==> src/hw/rtl/tlcc_pkg.sv <==
// Package for the traffic lamp command controller.
// Holds the shared types, command codes, register indexes and helper functions.
// No dependencies.
package tlcc_pkg;

    // Elapsed-time counter width
    localparam int TIMER_BITS = 16;
    // Width of the delay registers
    localparam int CFG_W      = 16;
    // Common compare width for counter against delay
    localparam int CMP_W      = (TIMER_BITS > CFG_W) ? TIMER_BITS : CFG_W;

    localparam int IDX_W      = 8;
    localparam logic [IDX_W-1:0] REG_CYCLE_DELAY = IDX_W'(0);
    localparam logic [IDX_W-1:0] REG_BLINK_DELAY = IDX_W'(1);

    localparam logic [CFG_W-1:0] CYCLE_DELAY_RST = CFG_W'(100);
    localparam logic [CFG_W-1:0] BLINK_DELAY_RST = CFG_W'(500);

    // Upper-case command characters; lower case folds onto them
    localparam logic [7:0] CHR_R    = 8'h52;
    localparam logic [7:0] CHR_Y    = 8'h59;
    localparam logic [7:0] CHR_G    = 8'h47;
    localparam logic [7:0] CHR_O    = 8'h4F;
    localparam logic [7:0] CHR_D    = 8'h44;
    localparam logic [7:0] CHR_B    = 8'h42;
    localparam logic [7:0] CASE_MSK = 8'hDF;

    typedef enum logic [1:0] {
        LAMP_OFF    = 2'd0,
        LAMP_RED    = 2'd1,
        LAMP_YELLOW = 2'd2,
        LAMP_GREEN  = 2'd3
    } t_lamp;

    typedef struct packed {
        t_lamp                 lamp;
        logic                  cycle_on;
        logic [1:0]            phase;
        logic [TIMER_BITS-1:0] cycle_el;
        logic                  blink_active;
        logic [TIMER_BITS-1:0] blink_el;
        logic                  led;
    } t_state;

    typedef struct packed {
        logic red_on;
        logic yellow_on;
        logic green_on;
        logic board_led;
        logic bad_command;
    } t_result;

    // Saturating increment of an elapsed counter
    function automatic logic [TIMER_BITS-1:0] sat_inc(input logic [TIMER_BITS-1:0] v);
        return (v == {TIMER_BITS{1'b1}}) ? v : v + 1'b1;
    endfunction

    // Lamp shown in each cycle phase: red, yellow, green, yellow
    function automatic t_lamp phase_lamp(input logic [1:0] ph);
        t_lamp l;
        case (ph)
            2'd0:    l = LAMP_RED;
            2'd2:    l = LAMP_GREEN;
            default: l = LAMP_YELLOW;
        endcase
        return l;
    endfunction

endpackage

==> src/hw/rtl/tlcc_step.sv <==
// Next-state and result logic for one tick or command transaction.
// Depends on tlcc_pkg.
module tlcc_step (
    input  tlcc_pkg::t_state              i_state,
    input  logic                          i_func,
    input  logic [7:0]                    i_cmd_byte,
    input  logic [tlcc_pkg::CFG_W-1:0]    i_cycle_delay,
    input  logic [tlcc_pkg::CFG_W-1:0]    i_blink_delay,
    output tlcc_pkg::t_state              o_state,
    output tlcc_pkg::t_result             o_result
);

    tlcc_pkg::t_state s;
    logic             bad;
    logic             started;
    logic [7:0]       upper;

    always_comb begin
        s       = i_state;
        bad     = 1'b0;
        started = 1'b0;
        upper   = i_cmd_byte & tlcc_pkg::CASE_MSK;

        // Command decode, or tick advance of the running counters
        if (i_func) begin
            unique case (upper)
                tlcc_pkg::CHR_R: begin
                    s.cycle_on = 1'b0;
                    s.lamp     = tlcc_pkg::LAMP_RED;
                end
                tlcc_pkg::CHR_Y: begin
                    s.cycle_on = 1'b0;
                    s.lamp     = tlcc_pkg::LAMP_YELLOW;
                end
                tlcc_pkg::CHR_G: begin
                    s.cycle_on = 1'b0;
                    s.lamp     = tlcc_pkg::LAMP_GREEN;
                end
                tlcc_pkg::CHR_O: begin
                    s.cycle_on = 1'b0;
                    s.lamp     = tlcc_pkg::LAMP_OFF;
                end
                tlcc_pkg::CHR_D: begin
                    s.cycle_on = 1'b1;
                    s.phase    = 2'd0;
                    s.lamp     = tlcc_pkg::phase_lamp(2'd0);
                    s.cycle_el = '0;
                    started    = 1'b1;
                end
                tlcc_pkg::CHR_B: begin
                    s.blink_active = 1'b1;
                    s.blink_el     = '0;
                end
                default: bad = 1'b1;
            endcase
        end else begin
            if (s.cycle_on) s.cycle_el = tlcc_pkg::sat_inc(s.cycle_el);
            if (s.blink_active) s.blink_el = tlcc_pkg::sat_inc(s.blink_el);
        end

        // Cycle step once the delay is reached (not on the starting command)
        if (s.cycle_on && !started &&
            (tlcc_pkg::CMP_W'(s.cycle_el) >= tlcc_pkg::CMP_W'(i_cycle_delay))) begin
            s.phase    = s.phase + 2'd1;
            s.lamp     = tlcc_pkg::phase_lamp(s.phase);
            s.cycle_el = '0;
        end

        // Blink: LED low until the delay is exceeded, then high and done
        if (s.blink_active) begin
            if (tlcc_pkg::CMP_W'(s.blink_el) > tlcc_pkg::CMP_W'(i_blink_delay)) begin
                s.led          = 1'b1;
                s.blink_active = 1'b0;
            end else begin
                s.led = 1'b0;
            end
        end
    end

    assign o_state              = s;
    assign o_result.red_on      = (s.lamp == tlcc_pkg::LAMP_RED);
    assign o_result.yellow_on   = (s.lamp == tlcc_pkg::LAMP_YELLOW);
    assign o_result.green_on    = (s.lamp == tlcc_pkg::LAMP_GREEN);
    assign o_result.board_led   = s.led;
    assign o_result.bad_command = bad;

endmodule

==> src/hw/rtl/traffic_lamp_command_controller_core.sv <==
// Traffic lamp command controller, top level: handshakes, state and config registers.
// Depends on tlcc_pkg and tlcc_step.
//
// Usage:
//   Input channel (i_in_valid / o_in_ready) carries one transaction per tick or
//   received command byte: i_in_func = 0 for a 1 ms tick, 1 for a command in
//   i_in_cmd_byte (R Y G O D B, either case).
//   Output channel (o_out_valid / i_out_ready) returns one result per input
//   transaction: lamp levels, board LED level and the bad-command flag.
//   Config channel (i_cfg_valid / o_cfg_ready) writes cycle_delay (index 0) and
//   blink_delay (index 1); other indexes are ignored. Always ready.
// Timing:
//   The result is registered at the edge that accepts the input. Throughput
//   is one transaction per cycle while the result register is empty or drained,
//   set by the single next-state pass between the state and result registers.
// Reset:
//   Synchronous, active low. Lamp off, LED low, no cycle or blink running,
//   delays back to 100 and 500, output register empty.
// Stall:
//   While a result waits and i_out_ready is low, o_in_ready is low; input is
//   taken again in the cycle the result is taken.
module traffic_lamp_command_controller_core (
    input  logic                          i_clk,
    input  logic                          i_rst_n,
    // input transactions
    input  logic                          i_in_valid,
    output logic                          o_in_ready,
    input  logic                          i_in_func,
    input  logic [7:0]                    i_in_cmd_byte,
    // result transactions
    output logic                          o_out_valid,
    input  logic                          i_out_ready,
    output logic                          o_red_on,
    output logic                          o_yellow_on,
    output logic                          o_green_on,
    output logic                          o_board_led,
    output logic                          o_bad_command,
    // configuration writes
    input  logic                          i_cfg_valid,
    output logic                          o_cfg_ready,
    input  logic [tlcc_pkg::IDX_W-1:0]    i_cfg_index,
    input  logic [tlcc_pkg::CFG_W-1:0]    i_cfg_data
);

    tlcc_pkg::t_state            r_state;
    tlcc_pkg::t_state            n_state;
    tlcc_pkg::t_result           n_result;
    tlcc_pkg::t_result           r_result;
    logic                        r_out_valid;
    logic [tlcc_pkg::CFG_W-1:0]  r_cycle_delay;
    logic [tlcc_pkg::CFG_W-1:0]  r_blink_delay;
    logic                        in_fire;

    // Accept when the result register is empty or being drained
    assign o_in_ready  = !r_out_valid || i_out_ready;
    assign in_fire     = i_in_valid && o_in_ready;
    assign o_cfg_ready = 1'b1;

    tlcc_step u_step (
        .i_state       (r_state),
        .i_func        (i_in_func),
        .i_cmd_byte    (i_in_cmd_byte),
        .i_cycle_delay (r_cycle_delay),
        .i_blink_delay (r_blink_delay),
        .o_state       (n_state),
        .o_result      (n_result)
    );

    // Controller state
    always_ff @(posedge i_clk) begin
        if (!i_rst_n) begin
            r_state.lamp         <= tlcc_pkg::LAMP_OFF;
            r_state.cycle_on     <= 1'b0;
            r_state.phase        <= 2'd0;
            r_state.cycle_el     <= '0;
            r_state.blink_active <= 1'b0;
            r_state.blink_el     <= '0;
            r_state.led          <= 1'b0;
        end else if (in_fire) begin
            r_state <= n_state;
        end
    end

    // Delay registers
    always_ff @(posedge i_clk) begin
        if (!i_rst_n) begin
            r_cycle_delay <= tlcc_pkg::CYCLE_DELAY_RST;
            r_blink_delay <= tlcc_pkg::BLINK_DELAY_RST;
        end else if (i_cfg_valid && o_cfg_ready) begin
            unique case (i_cfg_index)
                tlcc_pkg::REG_CYCLE_DELAY: r_cycle_delay <= i_cfg_data;
                tlcc_pkg::REG_BLINK_DELAY: r_blink_delay <= i_cfg_data;
                default: ;
            endcase
        end
    end

    // Result register valid
    always_ff @(posedge i_clk) begin
        if (!i_rst_n) begin
            r_out_valid <= 1'b0;
        end else if (in_fire) begin
            r_out_valid <= 1'b1;
        end else if (i_out_ready) begin
            r_out_valid <= 1'b0;
        end
    end

    // Result payload
    always_ff @(posedge i_clk) begin
        if (in_fire) begin
            r_result <= n_result;
        end
    end

    assign o_out_valid   = r_out_valid;
    assign o_red_on      = r_result.red_on;
    assign o_yellow_on   = r_result.yellow_on;
    assign o_green_on    = r_result.green_on;
    assign o_board_led   = r_result.board_led;
    assign o_bad_command = r_result.bad_command;

    // Checks
    a_lamp_onehot: assert property (@(posedge i_clk) disable iff (!i_rst_n)
        o_out_valid |-> $onehot0({o_red_on, o_yellow_on, o_green_on}))
        else $error("more than one lamp driven");

    a_fire_result: assert property (@(posedge i_clk) disable iff (!i_rst_n)
        in_fire |=> o_out_valid)
        else $error("accepted transaction produced no result");

    a_stall_blocks: assert property (@(posedge i_clk) disable iff (!i_rst_n)
        (o_out_valid && !i_out_ready) |-> !o_in_ready)
        else $error("input accepted while result stalled");

    a_cycle_lit: assert property (@(posedge i_clk) disable iff (!i_rst_n)
        r_state.cycle_on |-> (r_state.lamp != tlcc_pkg::LAMP_OFF))
        else $error("cycle mode running with lamp off");

endmodule
==> config.mk <==
export PLATFORM = sky130hd
export DESIGN_NAME = traffic_lamp_command_controller_core
export DESIGN_NICKNAME = d
export VERILOG_FILES = /design/src/hw/rtl/tlcc_pkg.sv /design/src/hw/rtl/tlcc_step.sv /design/src/hw/rtl/traffic_lamp_command_controller_core.sv
export SDC_FILE = /design/constraint.sdc
export NUM_CORES = 1
export LEC_CHECK = 0
export ABC_AREA = 1
export BUFFER_PORTS_ARGS = -buffer_cell sky130_fd_sc_hd__buf_2
export CAP_MARGIN = 0
export CELL_PAD_IN_SITES_DETAIL_PLACEMENT = 0
export CELL_PAD_IN_SITES_GLOBAL_PLACEMENT = 1
export CORE_MARGIN = 4
export CORE_UTILIZATION = 43
export DETAILED_ROUTE_END_ITERATION = 10
export PLACE_DENSITY = 0.85
export SYNTH_ARGS = -nofsm -noshare
export SYNTH_HDL_FRONTEND = slang
export SYNTH_SLANG_ARGS = --single-unit
==> constraint.sdc <==
create_clock -name i_clk -period 4.3 [get_ports i_clk]
set_input_delay 0.86 -clock i_clk [delete_from_list [all_inputs] [get_ports i_clk]]
set_output_delay 0.86 -clock i_clk [all_outputs]
set_load 0.01 [all_outputs]
Word level (Yosys, flattened, before mapping). Index checks and enable logic that the tools add are counted.

Register bits after elaboration: 77. Input bits: 38. Output and inout bits: 8. Logic and storage cells: 68.

Add/sub/neg operators: 3. Order comparisons: 2. Equality and inequality tests: 13. Muxes and demuxes: 23. Reductions and logical operators: 12.

Operator list (count): $mux W16 (6); $eq A7 B6 Y1 const B (6); $mux W18 (2); $add A16 B1 Y16 const B (2); $eq A16 B16 Y1 const B (2); $mux W17 (1); $ge A16 B16 Y1 (1); $gt A16 B16 Y1 (1); $pmux W3 S5 (1); $mux W1 (10); $eq A8 B1 Y1 const B (1); $logic_not A8 Y1 (1); $eq A2 B2 Y1 const B (3); $reduce_or A6 Y1 (1); $mux W5 (1); $pmux W2 S2 (1); $reduce_and A2 Y1 (2); $logic_and A1 B1 Y1 (3); $add A2 B1 Y2 const B (1); $eq A2 B1 Y1 const B (1); $logic_not A1 Y1 (2); $logic_not A2 Y1 (1); $mux W2 (1); $reduce_bool A2 Y1 (1); $logic_or A1 B1 Y1 (1).

Logic depth before layout (Yosys ltp). Gate-level depths: netlist (run 1).

Depth after elaboration: 8. Mapped depth: 25. Depth with buffers taken out: 24.

By module. Synthesis (run 1) repeated with hierarchy kept, for this count alone.

Cell total of the unflattened synthesis: 874. Area total of the unflattened synthesis: 5440.2 sq um.

By module, submodules not included: traffic_lamp_command_controller_core (instances 1, cells each 374, area each 2870.3 sq um, sequential area each 1591.5 sq um); tlcc_step (instances 1, cells each 500, area each 2570.0 sq um, sequential area each 0.0 sq um).

Worst setup path after synthesis (run 1). OpenSTA, ideal clock, no wires.

Path type: input -> register. Start point: input i_in_func. End point: register r_result (netlist bit o_red_on), data pin. Library setup time: 0.252 ns. Arrival time: 3.009 ns. Data required time: 4.048 ns. Setup slack: 1.039 ns. Stages: 20. Buffers on the path: 2. Path through: clkbuf_1 -> inv_2 -> nor2_2 -> inv_2 -> buf_2 -> nand2_1 -> nand2_1 -> o21ai_0 -> inv_1 -> ha_1 -> a21oi_1 -> nor2_1 -> nor2_1 -> nand2_1 -> nand2_1 -> nand3_1 -> nand2_2 -> nand2_1 -> nand2_1 -> nor2_1.

RTL lines: from (decl) (RTL line traffic_lamp_command_controller_core.sv:28) `input logic i_in_func,`; to (signal assigned) (RTL line traffic_lamp_command_controller_core.sv:112) `r_result <= n_result;`; to (decl) (RTL line traffic_lamp_command_controller_core.sv:48) `tlcc_pkg::t_result r_result;`.

Worst setup path after layout (run 1).
Start point: input i_in_cmd_byte[3]. End point: register r_state[32] (netlist bit).

Cells in the longest elaborated chain, start to end: 7. Elaborated cells between the ends (all ways): 16.

RTL lines: from (decl) (RTL line traffic_lamp_command_controller_core.sv:29) `input logic [7:0] i_in_cmd_byte,`; branches (longest 6 deep; another with $ge A16 B16 Y1); $mux W18 (*) (RTL line tlcc_step.sv:62) `if (s.cycle_on && !started &&`; to (signal assigned) (RTL line traffic_lamp_command_controller_core.sv:80) `r_state <= n_state;`; to (decl) (RTL line traffic_lamp_command_controller_core.sv:45) `tlcc_pkg::t_state r_state;`.

Mark *: on every way between the ends. A chain may end at the register's enable or synchronous reset.

==> results of run 1 <==
-- layer usage --
metal	global-route usage, %	share of wire, %
met5	0	0
met4	6.44	1.4
met3	3.63	3.9
met2	33.9	48
met1	25.7	47
-- synth_stat cells, drive strengths merged, types with 2 or more instances --
| cell type | instances | area share, % |
|---|---|---|
| a21oi | 75 | 7.2 |
| nor4 | 3 | 0.35 |
| nor3 | 7 | 0.96 |
| nor2 | 90 | 7.2 |
| ha | 35 | 8.2 |
| clkbuf | 23 | 1.6 |
| nand3b | 4 | 0.56 |
| nand3 | 68 | 6.9 |
| edfxtp | 5 | 2.8 |
| o21ai | 69 | 6.5 |
| xor2 | 8 | 1.3 |
| dfxtp | 72 | 27 |
| clkinv | 2 | 0.14 |
| o211ai | 10 | 1.4 |
| nand4 | 19 | 2.3 |
| inv | 126 | 8.8 |
| nand2 | 207 | 15 |
| buf | 7 | 0.94 |
-- worst max-delay path, delay by kind of cell --
| family | cells | cell delay, ps |
|---|---|---|
| and+or+nand+nor | 9 | 1260 |
| buffers and inverters | 5 | 720 |
| AOI/OAI and AO/OA | 5 | 670 |
| adders and majority gates | 1 | 320 |
-- final cells by class --
class | count | area [um2]
fillers | 1304 | 6120
multi-input cells | 599 | 3140
flip-flops and latches | 77 | 1590
inverters | 128 | 480
repair buffers | 50 | 268
clock buffers | 11 | 243
well taps | 168 | 210
clock inverters | 5 | 58.8
-- power by group --
part	switching, mW	internal, mW
logic	0.172	0.0929
clock network	0.324	0.467
registers	0.0254	0.748
total	0.521	1.31
-- per-stage QoR --
stage                     cells  worst slack (ps)  power, mW  area [um2]  hold WS (ps)
final                      1038               720       1.83        5990           464
after global routing       1038               310       1.92        5990           480
after CTS                  1038               705       1.84        5990           470
after detailed placement   1022               345       1.05        5690           459
after global placement     1022               411       1.04        5690           449
after floorplan             834              1040      0.973        5350           428
-- cell families (layout without fill, tap and decap cells) --
logic type / Yosys count / count (layout) / share of synthesized area, %
AND/OR/NAND/NOR: 399 / 399 / 33.7
buffers and inverters: 158 / 194 / 11.5
AO/OA/AOI/OAI: 156 / 156 / 15.4
flip-flops: 77 / 77 / 29.8
adder cells (fa/ha/maj): 35 / 35 / 8.19
XOR/XNOR: 8 / 8 / 1.31
other: 1 / 1 / 0.0702
-- how the worst max path moves through the flow --
stage	end	slack (ps)	cells past startpoint
detailed placement	r_state[32]$_SDFFE_PN0P_	350	20
global placement	r_state[27]$_SDFFE_PN0P_	410	20
finish	r_state[32]$_SDFFE_PN0P_	720	20
global route	r_state[28]$_SDFFE_PN0P_	310	20
floorplan	o_red_on$_DFFE_PP_	1040	20
CTS	r_state[27]$_SDFFE_PN0P_	700	20
==> metrics.md, run 1 <==
| Metric | Value |
|---|---|
| Commonest non-fill, non-tap cell in the layout | `nand2_1` |
| Worst Max-Slew Pin Slew | `1070 ps` |
| Total global routing track utilization | `20.0%` |
| Vias in the first global route | `4883` |
| Post-synth EDFFs | `5` |
| Net Count, Synth | `907` |
| Setup bufs post-CTS | `0` |
| Largest net degree at the start of global routing | `49` |
| Sequential area share after synthesis | `29.8%` |
| IO Port Bufs | `43` |
| DR WL/cell | `13.4 um` |
| WP data arrival | `3840 ps` |
| Initial Util | `44.1%` |
| DR vias | `5275` |
| Outcome | `complete, no violations` |
| Post-route clock period utilization | `83.3%` |
| First-pass GRT wire length | `23.3 mm` |
| Hold Path Class | `register to register` |
| Residual DRC | `0` |
| Setup TNS | `0 ps` |
| Gpl congestion | `0.859` |
| WL final | `13.9 mm` |
| RSZ-0062 raised after global routing | `false` |
| Post-synth cell types | `35` |
| Num Clock Sinks | `77` |
| Row count | `40` |
| R2r endpoint | `r_state[32]$_SDFFE_PN0P_` |
| Worst skew pair latency | `350 ps` |
| Nets | `938` |
| Max_cap viols | `0` |
| Hold Vio Cnt, Final | `0` |
| Worst r2r path cells | `19` |
| CTS buffer count | `9` |
| Relative slew slack | `28.4%` |
| Hold Path Sink | `r_blink_delay[9]$_SDFFE_PN0P_` |
| Hold wc startpoint | `r_blink_delay[9]$_SDFFE_PN0P_` |
| PostCTS Resize Cnt | `0` |
| Reg clk slew, reported paths | `60 ps` |
| Ys flop type | `dfxtp_1` |
| Layout cells sized above 1 | `12.0%` |
| Post-DP HPWL | `10.3 mm` |
| Leakage power | `2.93 nW` |
| Total gr overflow | `0` |
| Chip width | `119 um` |
| H-tree depth | `3` |
| Pwr/cell area | `305 nW/um2` |
| Io pins | `46` |
| Final setup viols | `0` |
| Crit-path cells | `buf_2, inv_1, nand2_1, nor2_1, nand2_2, nor2_2, inv_2, nand2_1, nand2_1, o21ai_0, inv_1, ha_1, a21oi_1, o21ai_0, a21oi_1, nand3_1, nand2_2, buf_4, nand3_1, a21oi_1` |
| Clk_skew | `9.93 ps` |
| Maximum VDD drop | `196 uV` |
| Crit path from | `i_in_cmd_byte[3]` |
| CTS tree | `done` |
| Hold path depth | `2` |
| Biggest regs | `r_state x39, r_blink_delay x16, r_cycle_delay x16` |
| Syn-to-layout area delta | `12.0%` |
| Antenna violations before repair | `0` |
| Hold buffer count at cts | `0` |
| Number of flip-flops in the largest register | `39` |
| Critical path peak fanout | `15` |
| Startpoint class of the critical path | `primary input` |
| FF+latch count, synth | `77` |
| CP Capture Type | `register` |
| Most frequent cells in the layout | `196 x nand2_1, 121 x inv_1, 79 x nor2_1, 72 x a21oi_1, 72 x dfxtp_1` |
| Vias per inst | `5.08` |
| Drt pass-1 iters | `5` |
| Core Footprint | `12100 um2` |
| Top reg by flops | `r_state` |
| Avg Cell Area, Syn | `6.41 um2` |
| Final Util | `49.4%` |
| Initial DRC Count | `399` |
| Final min period | `3580 ps` |
| DRT antenna net count | `0` |
| R2R Path Start | `r_state[19]$_SDFFE_PN0P_` |
| YS warnings | `0` |
| Final Slew Violations | `0` |
| Critical path start-end classification | `primary input to register` |
| Worst path required time | `4560 ps` |
| R2r setup slk | `950 ps` |
| Maximum clock frequency | `279 MHz` |
| Async set or reset register ratio after synthesis | `0%` |
| Die ar. | `14300 um2` |
| Chip height | `119 um` |
| Syn Inst Count | `834` |
| Root Buffer | `clkbuf_16` |
| Clock buffer depth | `2` |
| Cell area after synthesis | `5350 um2` |
| CP peak stage delay | `320 ps` |
| CP max-delay cell | `ha_1` |
| Diodes inserted | `0` |
Note: power is estimated with default switching activity, not from simulation.
==> run 2, diff against run 1 <==
- CORE_UTILIZATION: 43 -> 39
- PLACE_DENSITY: 0.85 -> 0.81
- clock period: 4.3 -> 2.9 ns (I/O delays scaled with it)
==> metrics.md, run 2 (synthesis gave the netlist of run 1 again) <==
| Metric | Value |
|---|---|
| Outcome | `complete, no violations (unchanged)` |
| Pwr/cell area | `391 nW/um2 (was 305 nW/um2)` |
| Residual DRC | `0 (unchanged)` |
| DRT antenna net count | `0 (unchanged)` |
| Hold Path Class | `register to register (unchanged)` |
| Initial Util | `40.0% (was 44.1%)` |
| Chip width | `125 um (was 119 um)` |
| Final Slew Violations | `0 (unchanged)` |
| Core Footprint | `13300 um2 (was 12100 um2)` |
| WL final | `14.7 mm (was 13.9 mm)` |
| Chip height | `125 um (was 119 um)` |
| Vias per inst | `4.82 (was 5.08)` |
| Top reg by flops | `r_state (unchanged)` |
| Number of flip-flops in the largest register | `39 (unchanged)` |
| Total global routing track utilization | `18.8% (was 20.0%)` |
| Final min period | `2890 ps` |
| First-pass GRT wire length | `24.2 mm (was 23.3 mm)` |
| Leakage power | `3.40 nW (was 2.93 nW)` |
| DR vias | `5443 (was 5275)` |
| Max_cap viols | `0 (unchanged)` |
| Layout cells sized above 1 | `26.8% (was 12.0%)` |
| Worst Slack Setup Final | `8.49 ps (was 720 ps)` |
| Place WS | `-272 ps (was 345 ps)` |
| Row count | `42 (was 40)` |
| Hold path depth | `2 (unchanged)` |
| Post-route clock period utilization | `99.7%` |
| Critical path peak fanout | `15 (unchanged)` |
| R2r setup slk | `8 ps (was 950 ps)` |
| Critical path start-end classification | `register to register (was primary input to register)` |
| Worst Max-Slew Pin Slew | `733 ps (was 1070 ps)` |
| Relative slew slack | `51.1% (was 28.4%)` |
| Most frequent cells in the layout | `182 x nand2_1, 113 x inv_1, 82 x buf_4, 70 x nor2_1, 69 x dfxtp_1 (was 196 x nand2_1, 121 x inv_1, 79 x nor2_1, 72 x a21oi_1, 72 x dfxtp_1)` |
| Initial DRC Count | `276 (was 399)` |
| Fillers | `1399 (was 1304)` |
| Final Util | `52.5% (was 49.4%)` |
| CTS tree | `done (unchanged)` |
| Num Clock Sinks | `77 (unchanged)` |
| Drt pass-1 iters | `4 (was 5)` |
| Reg clk slew, reported paths | `60 ps (about the same)` |
| Clk_skew | `4.97 ps (was 9.93 ps)` |
| DR WL/cell | `13.0 um (was 13.4 um)` |
| Worst skew pair latency | `350 ps (about the same)` |
| Root Buffer | `clkbuf_16 (unchanged)` |
| Fin Hold WS | `459 ps (was 464 ps)` |
| Nets | `1022 (was 938)` |
| Worst r2r path cells | `21 (was 19)` |
| Startpoint class of the critical path | `register (was primary input)` |
| Placed instance count | `1101 (was 1022)` |
| Diodes inserted | `0 (unchanged)` |
| WP data arrival | `3170 ps (was 3840 ps)` |
| Clock buffer depth | `2 (unchanged)` |
| Io pins | `46 (unchanged)` |
| Gpl congestion | `0.852 (was 0.859)` |
| Die ar. | `15600 um2 (was 14300 um2)` |
| Commonest non-fill, non-tap cell in the layout | `nand2_1 (unchanged)` |
| Largest net degree at the start of global routing | `57 (was 49)` |
| Hold buffer count at cts | `0 (unchanged)` |
| Worst path required time | `3180 ps (was 4560 ps)` |
| CP Capture Type | `register (unchanged)` |
| H-tree depth | `3 (unchanged)` |
| Placed cell areas | `6250 um2 (was 5690 um2)` |
| RSZ-0062 raised after global routing | `true (was false)` |
| Post-DP HPWL | `10.9 mm (was 10.3 mm)` |
| Maximum VDD drop | `278 uV (was 196 uV)` |
| Hold Vio Cnt, Final | `0 (unchanged)` |
| Vias in the first global route | `5041 (was 4883)` |
| Total gr overflow | `0 (unchanged)` |
| Syn-to-layout area delta | `31.2% (was 12.0%)` |
| Biggest regs | `r_state x39, r_blink_delay x16, r_cycle_delay x16 (unchanged)` |
| Final setup viols | `0 (unchanged)` |
| CTS buffer count | `9 (unchanged)` |
| Antenna violations before repair | `0 (unchanged)` |
| Maximum clock frequency | `346 MHz` |
| IO Port Bufs | `43 (unchanged)` |
| Non-filler cells, final | `1130 (was 1038)` |
| Design Area, Final | `7010 um2 (was 5990 um2)` |
run 2: final cells by class:
class | instances | area (um2) | share of cell area (%)
timing repair buffer | 133 | 930 | 13.3
multi-input combinational | 600 | 3500 | 50.0
sequential | 77 | 1600 | 22.7
clock inverter | 6 | 53.8 | 0.767
inverter | 128 | 480 | 6.85
tap | 176 | 220 | 3.14
clock buffer | 10 | 229 | 3.26
run 2: where the power goes:
group          internal, mW  total [mW]  switching, mW
sequential             1.11        1.14         0.0314
clock                 0.599        1.11          0.509
combinational         0.198       0.494          0.295
run 2: per-layer routing:
layer / track usage [%] / part of all wire (%) / routed length (um)
met1: 24.9 / 48 / 7050
met2: 31.2 / 47 / 6920
met3: 4.26 / 3.4 / 498
met4: 4.21 / 1.3 / 187
met5: 0 / 0 / 0
run 2: final timing paths:
path / to / from
worst max-delay path: r_state[31]$_SDFFE_PN0P_ / r_state[19]$_SDFFE_PN0P_
worst min-delay path: r_blink_delay[13]$_SDFFE_PN0P_ / r_blink_delay[13]$_SDFFE_PN0P_
worst max register to register: r_state[31]$_SDFFE_PN0P_ / r_state[19]$_SDFFE_PN0P_
worst min register to register: r_blink_delay[13]$_SDFFE_PN0P_ / r_blink_delay[13]$_SDFFE_PN0P_
run 2: what timing repair did:
item / 4_1_cts / 5_1_grt
setup endpoints to repair: 20 / 26
gates resized for setup: 14 / 87
pin swaps: 4 / 35
buffers inserted: 4 / 9
gates cloned: 1 / 0
run 2: per-stage QoR:
stage	power (mW)	TNS, ps
floorplan	1.44	0
global placement	1.61	-3930
detailed placement	1.61	-5540
CTS	2.75	0
global route	2.89	-2250
finish	2.74	0
run 2: critical path: stages, from the launching register on:
cell,delay (ps)
dfxtp_2,350
ha_4,150
nand2_4,50
inv_2,70
nand2_4,60
nor2_4,220
buf_6,150
nand2_8,60
buf_4,140
nand4_1,80
nand2_2,90
inv_2,70
ha_4,190
a21o_1,170
nor2_1,120
nand2_1,90
nand2_2,110
nand3_4,140
nand2_4,120
buf_12,150
nand3_1,70
a21oi_1,160
